`config.mk`:
```
export PLATFORM = sky130hd
export DESIGN_NAME = matrix_multiply_fixed_flat
export DESIGN_NICKNAME = d
export VERILOG_FILES = /design/src/hdl/mmf_pkg.sv /design/src/hdl/mmf_if.sv /design/src/hdl/mmf_ram.sv /design/src/hdl/mmf_mac.sv /design/src/hdl/matrix_multiply_fixed.sv /design/src/flat_wrapper.sv
export SDC_FILE = /design/constraint.sdc
export NUM_CORES = 2
export LEC_CHECK = 0
export BUFFER_PORTS_ARGS = -buffer_cell sky130_fd_sc_hd__buf_2
export CAP_MARGIN = 20
export CORE_UTILIZATION = 63
export DETAILED_ROUTE_END_ITERATION = 10
export PLACE_DENSITY = 0.76
export SLEW_MARGIN = 20
export SYNTH_ARGS = -nofsm -noshare
export SYNTH_HDL_FRONTEND = slang
export SYNTH_SLANG_ARGS = --single-unit
```
`constraint.sdc`:
```
create_clock -name clk_i -period 8.6 [get_ports clk_i]
set_input_delay 0.43 -clock clk_i [delete_from_list [all_inputs] [get_ports clk_i]]
set_output_delay 0.43 -clock clk_i [all_outputs]
set_load 0.01 [all_outputs]
```
`src/hdl/mmf_pkg.sv`:
```
// Shared types and constants of the fixed-point matrix multiplier.
`default_nettype none

package mmf_pkg;

  localparam int ELEM_W      = 16;
  localparam int IDX_W       = 3;
  localparam int DIM_W       = 4;
  localparam int FRAC_W      = 8;
  localparam int PROD_W      = 2 * ELEM_W;
  // eight products of 32 bits each need three more bits of headroom
  localparam int ACC_W       = PROD_W + 3;
  localparam int MAX_DIM_DEF = 8;
  localparam int DIM_LIMIT   = 8;
  localparam int CFG_IDX_W   = 2;
  localparam int CFG_DATA_W  = 4;

  typedef enum logic [1:0] {
    CMD_LOAD_LEFT  = 2'd0,
    CMD_LOAD_RIGHT = 2'd1,
    CMD_COMPUTE    = 2'd2
  } cmd_e;

  typedef enum logic [CFG_IDX_W-1:0] {
    REG_LEFT_ROWS  = 2'd0,
    REG_INNER_SIZE = 2'd1,
    REG_RIGHT_COLS = 2'd2
  } reg_e;

  // control that travels with one multiply-accumulate step
  typedef struct packed {
    logic valid;
    logic first;
    logic lastk;
  } mac_ctl_t;

endpackage

`default_nettype wire

```
`src/hdl/mmf_if.sv`:
```
// Request channel interfaces: input items, result items and register writes.
`default_nettype none

interface mmf_in_if;
  logic                                valid;
  logic                                ready;
  logic [1:0]                          command;
  logic [mmf_pkg::IDX_W-1:0]           row_index;
  logic [mmf_pkg::IDX_W-1:0]           col_index;
  logic signed [mmf_pkg::ELEM_W-1:0]   element;

  modport source (output valid, command, row_index, col_index, element, input ready);
  modport sink   (input valid, command, row_index, col_index, element, output ready);
endinterface

interface mmf_out_if;
  logic                                valid;
  logic                                ready;
  logic [mmf_pkg::IDX_W-1:0]           out_row;
  logic [mmf_pkg::IDX_W-1:0]           out_col;
  logic signed [mmf_pkg::ELEM_W-1:0]   product;
  logic                                last;

  modport source (output valid, out_row, out_col, product, last, input ready);
  modport sink   (input valid, out_row, out_col, product, last, output ready);
endinterface

interface mmf_cfg_if;
  logic                                valid;
  logic                                ready;
  logic [mmf_pkg::CFG_IDX_W-1:0]       index;
  logic [mmf_pkg::CFG_DATA_W-1:0]      data;

  modport source (output valid, index, data, input ready);
  modport sink   (input valid, index, data, output ready);
endinterface

`default_nettype wire

```
`src/hdl/mmf_ram.sv`:
```
// Single-port-write, single-port-read element store with registered read data.
`default_nettype none

module mmf_ram #(
  parameter int DEPTH = mmf_pkg::MAX_DIM_DEF * mmf_pkg::MAX_DIM_DEF,
  parameter int AW    = 6,
  parameter int W     = mmf_pkg::ELEM_W
) (
  input  wire logic         clk_i,
  input  wire logic         we_i,
  input  wire logic [AW-1:0] waddr_i,
  input  wire logic [W-1:0] wdata_i,
  input  wire logic [AW-1:0] raddr_i,
  output logic      [W-1:0] rdata_o
);

  logic [W-1:0] mem [DEPTH];

  always_ff @(posedge clk_i) begin
    if (we_i) begin
      mem[waddr_i] <= wdata_i;
    end
    rdata_o <= mem[raddr_i];
  end

endmodule

`default_nettype wire

```
`src/hdl/mmf_mac.sv`:
```
// Shared multiply-accumulate unit with Q8.8 truncation and saturation.
`default_nettype none

module mmf_mac (
  input  wire logic                                clk_i,
  input  wire logic                                rst_ni,
  input  wire mmf_pkg::mac_ctl_t                   ctl_i,
  input  wire logic signed [mmf_pkg::ELEM_W-1:0]   a_i,
  input  wire logic signed [mmf_pkg::ELEM_W-1:0]   b_i,
  output logic                                     done_o,
  output logic signed [mmf_pkg::ELEM_W-1:0]        sum_o
);

  localparam int SH_W = mmf_pkg::ACC_W - mmf_pkg::FRAC_W;

  mmf_pkg::mac_ctl_t                    ctl_q;
  logic signed [mmf_pkg::PROD_W-1:0]    prod_q;
  logic signed [mmf_pkg::ACC_W-1:0]     acc_q;
  logic signed [mmf_pkg::ACC_W-1:0]     prod_ext;
  logic signed [SH_W-1:0]               sh;
  logic                                 hi_any;
  logic                                 hi_all;

  assign prod_ext = mmf_pkg::ACC_W'(prod_q);

  always_ff @(posedge clk_i or negedge rst_ni) begin
    if (!rst_ni) begin
      ctl_q  <= '0;
      done_o <= 1'b0;
    end else begin
      ctl_q  <= ctl_i;
      done_o <= ctl_q.valid && ctl_q.lastk;
    end
  end

  always_ff @(posedge clk_i) begin
    prod_q <= a_i * b_i;
    if (ctl_q.valid) begin
      acc_q <= ctl_q.first ? prod_ext : acc_q + prod_ext;
    end
  end

  // floor shift, then clamp when the bits above the result disagree with the sign
  assign sh     = acc_q[mmf_pkg::ACC_W-1:mmf_pkg::FRAC_W];
  assign hi_any = |sh[SH_W-1:mmf_pkg::ELEM_W-1];
  assign hi_all = &sh[SH_W-1:mmf_pkg::ELEM_W-1];

  always_comb begin
    if (!sh[SH_W-1] && hi_any) begin
      sum_o = {1'b0, {(mmf_pkg::ELEM_W-1){1'b1}}};
    end else if (sh[SH_W-1] && !hi_all) begin
      sum_o = {1'b1, {(mmf_pkg::ELEM_W-1){1'b0}}};
    end else begin
      sum_o = sh[mmf_pkg::ELEM_W-1:0];
    end
  end

endmodule

`default_nettype wire

```
`src/hdl/matrix_multiply_fixed.sv`:
```
// Fixed-point matrix multiplier top level: stores, sequencer and output register.
//
// Channels: in_i takes requests; command load-left or load-right writes one Q8.8
// element at (row_index, col_index) of its store, command compute emits the whole
// product in row-major order on out_o, with last set on the final element.
// cfg_i writes left_rows, inner_size and right_cols (index 0, 1, 2); it is always
// ready and is to be used only while the block is idle.
// A load leaves the block idle, so in_i stays ready for the next request.
// A compute runs one shared multiply-accumulate unit: for each product element
// the sequencer issues inner_size reads, each passing through read, multiply and
// accumulate, and the finished sum is then handed off to the output register.
// in_i is not ready during a run.
// When out_o stalls, the finished element waits in the output register and the
// sequencer holds until it is taken; nothing is dropped.
// Reset clears control state and sets all three dimensions to 1; store contents
// are undefined until loaded.
`default_nettype none

module matrix_multiply_fixed #(
  parameter int MAX_DIM = mmf_pkg::MAX_DIM_DEF
) (
  input  wire logic    clk_i,
  input  wire logic    rst_ni,
  mmf_in_if.sink       in_i,
  mmf_out_if.source    out_o,
  mmf_cfg_if.sink      cfg_i
);

  localparam int DEPTH   = MAX_DIM * MAX_DIM;
  localparam int AW      = (DEPTH > 1) ? $clog2(DEPTH) : 1;
  localparam int DIM_CAP = (MAX_DIM < mmf_pkg::DIM_LIMIT) ? MAX_DIM : mmf_pkg::DIM_LIMIT;
  localparam int DW      = mmf_pkg::DIM_W;
  localparam int IW      = mmf_pkg::IDX_W;

  typedef enum logic [1:0] {
    ST_IDLE,
    ST_MAC,
    ST_WAIT,
    ST_EMIT
  } state_e;

  state_e                state_q;
  logic [DW-1:0]         left_rows_q, inner_size_q, right_cols_q;
  logic [DW-1:0]         nr_q, nk_q, nc_q;
  logic [IW-1:0]         i_q, j_q, k_q;
  mmf_pkg::mac_ctl_t     rd_ctl_q;
  mmf_pkg::mac_ctl_t     issue_ctl;

  logic                  in_acc;
  logic                  idx_ok;
  logic                  we_left, we_right;
  logic [AW-1:0]         waddr, raddr_left, raddr_right;
  logic [mmf_pkg::ELEM_W-1:0] rdata_left, rdata_right;
  logic                  mac_done;
  logic signed [mmf_pkg::ELEM_W-1:0] mac_sum;
  logic                  slot_free;
  logic                  col_end, row_end, k_end;

  function automatic logic [mmf_pkg::DIM_W-1:0] clamp_dim(input logic [mmf_pkg::DIM_W-1:0] v);
    logic [mmf_pkg::DIM_W-1:0] r;
    r = v;
    if (v == '0) begin
      r = mmf_pkg::DIM_W'(1);
    end else if (int'(v) > DIM_CAP) begin
      r = mmf_pkg::DIM_W'(DIM_CAP);
    end
    return r;
  endfunction

  assign in_i.ready  = (state_q == ST_IDLE);
  assign cfg_i.ready = 1'b1;
  assign in_acc      = in_i.valid && in_i.ready;

  assign idx_ok   = (int'(in_i.row_index) < MAX_DIM) && (int'(in_i.col_index) < MAX_DIM);
  assign we_left  = in_acc && idx_ok &&
                    (mmf_pkg::cmd_e'(in_i.command) == mmf_pkg::CMD_LOAD_LEFT);
  assign we_right = in_acc && idx_ok &&
                    (mmf_pkg::cmd_e'(in_i.command) == mmf_pkg::CMD_LOAD_RIGHT);
  assign waddr    = AW'(int'(in_i.row_index) * MAX_DIM + int'(in_i.col_index));

  assign raddr_left  = AW'(int'(i_q) * MAX_DIM + int'(k_q));
  assign raddr_right = AW'(int'(k_q) * MAX_DIM + int'(j_q));

  assign k_end   = ({1'b0, k_q} + DW'(1)) == nk_q;
  assign col_end = ({1'b0, j_q} + DW'(1)) == nc_q;
  assign row_end = ({1'b0, i_q} + DW'(1)) == nr_q;

  assign issue_ctl.valid = (state_q == ST_MAC);
  assign issue_ctl.first = (k_q == '0);
  assign issue_ctl.lastk = k_end;

  assign slot_free = !out_o.valid || out_o.ready;

  mmf_ram #(.DEPTH(DEPTH), .AW(AW), .W(mmf_pkg::ELEM_W)) u_left_store (
    .clk_i   (clk_i),
    .we_i    (we_left),
    .waddr_i (waddr),
    .wdata_i (in_i.element),
    .raddr_i (raddr_left),
    .rdata_o (rdata_left)
  );

  mmf_ram #(.DEPTH(DEPTH), .AW(AW), .W(mmf_pkg::ELEM_W)) u_right_store (
    .clk_i   (clk_i),
    .we_i    (we_right),
    .waddr_i (waddr),
    .wdata_i (in_i.element),
    .raddr_i (raddr_right),
    .rdata_o (rdata_right)
  );

  mmf_mac u_mac (
    .clk_i  (clk_i),
    .rst_ni (rst_ni),
    .ctl_i  (rd_ctl_q),
    .a_i    (signed'(rdata_left)),
    .b_i    (signed'(rdata_right)),
    .done_o (mac_done),
    .sum_o  (mac_sum)
  );

  // configuration registers
  always_ff @(posedge clk_i or negedge rst_ni) begin
    if (!rst_ni) begin
      left_rows_q  <= DW'(1);
      inner_size_q <= DW'(1);
      right_cols_q <= DW'(1);
    end else if (cfg_i.valid && cfg_i.ready) begin
      case (mmf_pkg::reg_e'(cfg_i.index))
        mmf_pkg::REG_LEFT_ROWS:  left_rows_q  <= cfg_i.data;
        mmf_pkg::REG_INNER_SIZE: inner_size_q <= cfg_i.data;
        mmf_pkg::REG_RIGHT_COLS: right_cols_q <= cfg_i.data;
        default: ;
      endcase
    end
  end

  // sequencer and output register
  always_ff @(posedge clk_i or negedge rst_ni) begin
    if (!rst_ni) begin
      state_q     <= ST_IDLE;
      rd_ctl_q    <= '0;
      out_o.valid <= 1'b0;
      nr_q        <= DW'(1);
      nk_q        <= DW'(1);
      nc_q        <= DW'(1);
      i_q         <= '0;
      j_q         <= '0;
      k_q         <= '0;
    end else begin
      rd_ctl_q <= issue_ctl;
      // in ST_EMIT a taken result is replaced by the next one below
      if (out_o.valid && out_o.ready && state_q != ST_EMIT) begin
        out_o.valid <= 1'b0;
      end
      case (state_q)
        ST_IDLE: begin
          if (in_acc && mmf_pkg::cmd_e'(in_i.command) == mmf_pkg::CMD_COMPUTE) begin
            nr_q    <= clamp_dim(left_rows_q);
            nk_q    <= clamp_dim(inner_size_q);
            nc_q    <= clamp_dim(right_cols_q);
            i_q     <= '0;
            j_q     <= '0;
            k_q     <= '0;
            state_q <= ST_MAC;
          end
        end
        ST_MAC: begin
          if (k_end) begin
            state_q <= ST_WAIT;
          end else begin
            k_q <= k_q + IW'(1);
          end
        end
        ST_WAIT: begin
          if (mac_done) begin
            state_q <= ST_EMIT;
          end
        end
        ST_EMIT: begin
          if (slot_free) begin
            out_o.valid   <= 1'b1;
            out_o.out_row <= i_q;
            out_o.out_col <= j_q;
            out_o.product <= mac_sum;
            out_o.last    <= row_end && col_end;
            k_q           <= '0;
            if (col_end) begin
              j_q <= '0;
              if (row_end) begin
                state_q <= ST_IDLE;
              end else begin
                i_q     <= i_q + IW'(1);
                state_q <= ST_MAC;
              end
            end else begin
              j_q     <= j_q + IW'(1);
              state_q <= ST_MAC;
            end
          end
        end
        default: state_q <= ST_IDLE;
      endcase
    end
  end

endmodule

`default_nettype wire
```
`src/flat_wrapper.sv`:
```
// flat-port wrapper written by rule: the top's interface ports become plain ports
module matrix_multiply_fixed_flat 
#(
  parameter int MAX_DIM = mmf_pkg::MAX_DIM_DEF
)
  (clk_i, rst_ni, in_i_valid, in_i_command, in_i_row_index, in_i_col_index, in_i_element, in_i_ready, out_o_valid, out_o_out_row, out_o_out_col, out_o_product, out_o_last, out_o_ready, cfg_i_valid, cfg_i_index, cfg_i_data, cfg_i_ready);
  mmf_in_if in_i_i ();
  mmf_out_if out_o_i ();
  mmf_cfg_if cfg_i_i ();
  input  wire logic clk_i;
  input  wire logic rst_ni;
  input wire logic [$bits(in_i_i.valid)-1:0] in_i_valid;
  input wire logic [$bits(in_i_i.command)-1:0] in_i_command;
  input wire logic [$bits(in_i_i.row_index)-1:0] in_i_row_index;
  input wire logic [$bits(in_i_i.col_index)-1:0] in_i_col_index;
  input wire logic [$bits(in_i_i.element)-1:0] in_i_element;
  output wire logic [$bits(in_i_i.ready)-1:0] in_i_ready;
  output wire logic [$bits(out_o_i.valid)-1:0] out_o_valid;
  output wire logic [$bits(out_o_i.out_row)-1:0] out_o_out_row;
  output wire logic [$bits(out_o_i.out_col)-1:0] out_o_out_col;
  output wire logic [$bits(out_o_i.product)-1:0] out_o_product;
  output wire logic [$bits(out_o_i.last)-1:0] out_o_last;
  input wire logic [$bits(out_o_i.ready)-1:0] out_o_ready;
  input wire logic [$bits(cfg_i_i.valid)-1:0] cfg_i_valid;
  input wire logic [$bits(cfg_i_i.index)-1:0] cfg_i_index;
  input wire logic [$bits(cfg_i_i.data)-1:0] cfg_i_data;
  output wire logic [$bits(cfg_i_i.ready)-1:0] cfg_i_ready;
  assign in_i_i.valid = in_i_valid;
  assign in_i_i.command = in_i_command;
  assign in_i_i.row_index = in_i_row_index;
  assign in_i_i.col_index = in_i_col_index;
  assign in_i_i.element = in_i_element;
  assign in_i_ready = in_i_i.ready;
  assign out_o_valid = out_o_i.valid;
  assign out_o_out_row = out_o_i.out_row;
  assign out_o_out_col = out_o_i.out_col;
  assign out_o_product = out_o_i.product;
  assign out_o_last = out_o_i.last;
  assign out_o_i.ready = out_o_ready;
  assign cfg_i_i.valid = cfg_i_valid;
  assign cfg_i_i.index = cfg_i_index;
  assign cfg_i_i.data = cfg_i_data;
  assign cfg_i_ready = cfg_i_i.ready;
  matrix_multiply_fixed #(.MAX_DIM(MAX_DIM)) u_core (.clk_i(clk_i), .rst_ni(rst_ni), .in_i(in_i_i), .out_o(out_o_i), .cfg_i(cfg_i_i));
endmodule
```
==> impl_metrics.csv <==
group,metric,value,unit
cells_and_area,nets,5437,
die,num_rows,142,
min_path,hold_class,"in2reg",
die,chipHeight,391,microns
setup_path,r2r-start,"u_core.u_right_store.rdata_o[1]$_DFF_P_",
logic_synthesis,yosysTopAreaCell,"edfxtp_1",
logic_synthesis,ys_warn_count,0,
logic_synthesis,syn_area,0.0951,sq mm
cts,post_cts_resized,0,
die,dieArea,0.153,sq mm
sta,fmax,148,MHz
die,die_x,391,microns
cts,cts_tree,"built",
logic_synthesis,synth_cells,4775,
global_route,grt_max_degree,125,
routing,wl,224000,microns
global_route,grt_pass1_wl,327000,microns
cells_and_area,final_util,0.703,
placement,place_hpwl,127000,microns
logic_synthesis,ys_ff_latch,2213,
cts,path_clk_slew,0.06,ns
sta,slew_headroom,0.249,
cts,numCtsBuffers,213,
setup_path,startpoint,"u_core.u_right_store.rdata_o[1]$_DFF_P_",
sta,setup_tns,0,ns
setup_path,crit_type,"reg2reg",
logic_synthesis,yosys.area.top_type_share,0.665,
routing,dr.pass1.iters,6,
setup_path,arrival,7.45,ns
sta,hold_viol,0,
setup_path,cp-end-kind,"flip-flop",
cts,numClockSinks,2213,
die,fp.coreArea,0.150,sq mm
logic_synthesis,avgSynthCellArea,19.9,sq um
routing,vias,47317,
routing,drtIter0Drc,5484,
setup_path,cp_max_fo,16,
placement,gp_congestion,0.849,
cts,clock_latency,0.85,ns
cells_and_area,final-seq-area,0.0656,sq mm
logic_synthesis,ys_top_cells_by_area,"edfxtp_1 66%, mux4_2 16%, fa_1 5.5%",
cells_and_area,n_fill_cell,8882,
setup_path,required,9.31,ns
logic_synthesis,synth_flop_cell,"edfxtp_1",
placement,port_buffers,59,
min_path,hp-start,"in_i_element[5]",
sta,fin_crit,6.74,ns
logic_synthesis,syn-num-nets,5197,
cts,postCtsSetupRepairBufs,0,
run_status,status,"finished, final reports clean",
cts,cts_max_path_buffers,3,
routing,drc,0,
routing,wl_per_cell,31.1,microns
cts,root_buffer,"clkbuf_16",
flow_run,max_cap_viol_count,0,
logic_synthesis,synth_cell_types,72,
routing,drtAntennaViolNets,0,
placement,place_ws,1.93,ns
sta,worst_slack,1.86,ns
routing,vias_per_cell,6.56,
sta,worst_slew_pin_slew,1.13,ns
sta,maxSlewViolCount,0,
cells_and_area,drive_above_1_share,0.241,
logic_synthesis,ys_seq_area_frac,0.690,
logic_synthesis,async_flop_share,0.0194,
die,start_util,0.635,
sta,rsz0062_at_grt,"false",
logic_synthesis,synth-edff-count,2106,
sta,fin_crit_sh,0.784,
sta,clock-skew-final,0.0476,ns
cts,htree_levels,4,
global_route,grt_usage,0.302,
global_route,antenna_found_initial,13,
die,io_pins,61,
global_route,grt_overflow,0,
setup_path,crit_path_start_kind,"flip-flop",
global_route,grt_pass1_vias,48619,
cells_and_area,multi_input_area,0.0275,sq mm
cells_and_area,syn_to_final_growth,10.7,%
sta,setup-violations-final,0,
metal layers:
layer / routed length (microns) / vias to the layer above / part of all wire / GRT usage
li1: - / 19278 / - / -
met1: 83000 / 24970 / 0.37 / 0.416
met2: 112000 / 2632 / 0.50 / 0.487
met3: 22300 / 423 / 0.10 / 0.0682
met4: 7060 / 14 / 0.032 / 0.0952
met5: 90 / - / 0.00040 / 0
worst max-delay path, cell delays in order (launching register included):
cell,delay [ns]
dfxtp_1,0.68
nand2_1,0.19
inv_1,0.16
fa_1,0.53
fa_1,0.74
inv_1,0.18
fa_1,0.49
fa_1,0.56
fa_1,0.43
fa_1,0.49
inv_1,0.04
ha_1,0.30
a21oi_1,0.27
o21ai_0,0.15
or2_2,0.30
a21o_1,0.17
a2111oi_0,0.53
o31ai_1,0.18
o21ai_1,0.15
xnor2_1,0.09
Yosys cell counts, types with 24 or more instances:
cell type  number
a21oi_1        51
fa_1          263
nor2_1        178
o21ai_0        73
buf_2          55
dfxtp_1        64
dfrtp_1        37
ha_1          124
o21a_1         24
mux4_2        672
and2_1        127
xor2_1         27
xnor2_1        41
nand2_1       208
buf_1          25
inv_1         317
edfxtp_1     2106
nand2b_1       29
clkbuf_1      125
sequential cells by signal, summed over array words and instances, names as in the netlist, 2 cells and up:
register                      cells
u_core.u_left_store.mem        1024
u_core.u_right_store.mem       1024
u_core.u_mac.acc_q               35
u_core.u_mac.prod_q              32
u_core.out_o.product             16
u_core.u_left_store.rdata_o      16
u_core.u_right_store.rdata_o     16
u_core.inner_size_q               4
u_core.left_rows_q                4
u_core.nc_q                       4
u_core.nk_q                       4
u_core.nr_q                       4
u_core.right_cols_q               4
u_core.i_q                        3
u_core.j_q                        3
u_core.k_q                        3
u_core.out_o.out_col              3
u_core.out_o.out_row              3
u_core.rd_ctl_q                   3
u_core.u_mac.ctl_q                3
u_core.state_q                    2
path summary, 6_finish.rpt:
kind / cells past startpoint / slack, ns / to
worst max-delay path: 19 / 1.86 / u_core.u_mac.prod_q[31]$_DFF_P_
worst min-delay path: 1 / 0.06 / u_core.u_left_store.mem[8][5]$_DFFE_PP_
worst max register to register: 19 / 1.86 / u_core.u_mac.prod_q[31]$_DFF_P_
worst min register to register: 0 / 0.34 / u_core.u_mac.ctl_q[0]$_DFF_PN0_
max in group asynchronous: 2 / 7.58 / u_core.j_q[0]$_DFFE_PN0P_
min in group asynchronous: 2 / 0.30 / u_core.u_mac.ctl_q[0]$_DFF_PN0_
stage by stage:
step                instances  area [sq um]  hold slack [ns]
global route             7203        105000           0.0397
floorplan                4775         95100            0.134
global placement         6804         98500            0.335
CTS                      7203        105000          0.00448
finish                   7208        105000           0.0596
detailed placement       6805         98500            0.336
cell usage in the layout (no fill, tap or decap), types with 16 or more instances in the layout:
cell,synthesis,final
fa_1,263,263
clkbuf_16,0,215
clkinv_2,0,33
edfxtp_1,2106,2106
xor2_1,27,27
mux2_2,18,18
dfrtp_1,37,29
buf_2,55,43
inv_1,317,317
nor2_1,178,163
xnor2_1,41,41
ha_1,124,124
o21a_1,24,24
o31ai_1,17,16
a21oi_1,51,51
nand3_1,18,18
o21ai_0,73,73
buf_4,3,175
nand2b_1,29,29
clkbuf_1,125,50
and2_1,127,127
dfxtp_1,64,64
nand2_1,208,208
mux4_2,672,672
clkinv_1,0,53
a21o_1,19,19
cells by family after synthesis:
logic type / Yosys count / synth area share
compound gates: 247 / 0.0167
xor+xnor: 68 / 0.00626
fa+ha+maj: 387 / 0.0717
buf+inv: 532 / 0.0222
flops: 2213 / 0.690
mux: 693 / 0.162
other cells: 1 / 0.0000394
simple gates: 634 / 0.0318
area by class of cell:
cell class | instances | area share
Antenna cell | 5 | 0.000119
Clock buffer | 268 | 0.0533
Clock inverter | 119 | 0.00982
Inverter | 318 | 0.0113
Multi-Input combinational cell | 2030 | 0.261
Sequential cell | 2213 | 0.623
Tap cell | 2016 | 0.0240
Timing Repair Buffer | 239 | 0.0173
what timing repair did:
action	CTS	global route
endpoints found under the setup margin	0	0
hold buffers	11	0
hold endpoints to repair	156	0
Power is left out: the tool's default activity adds up to more than one toggle a clock period on the data nets, which glitch-free logic cannot reach.
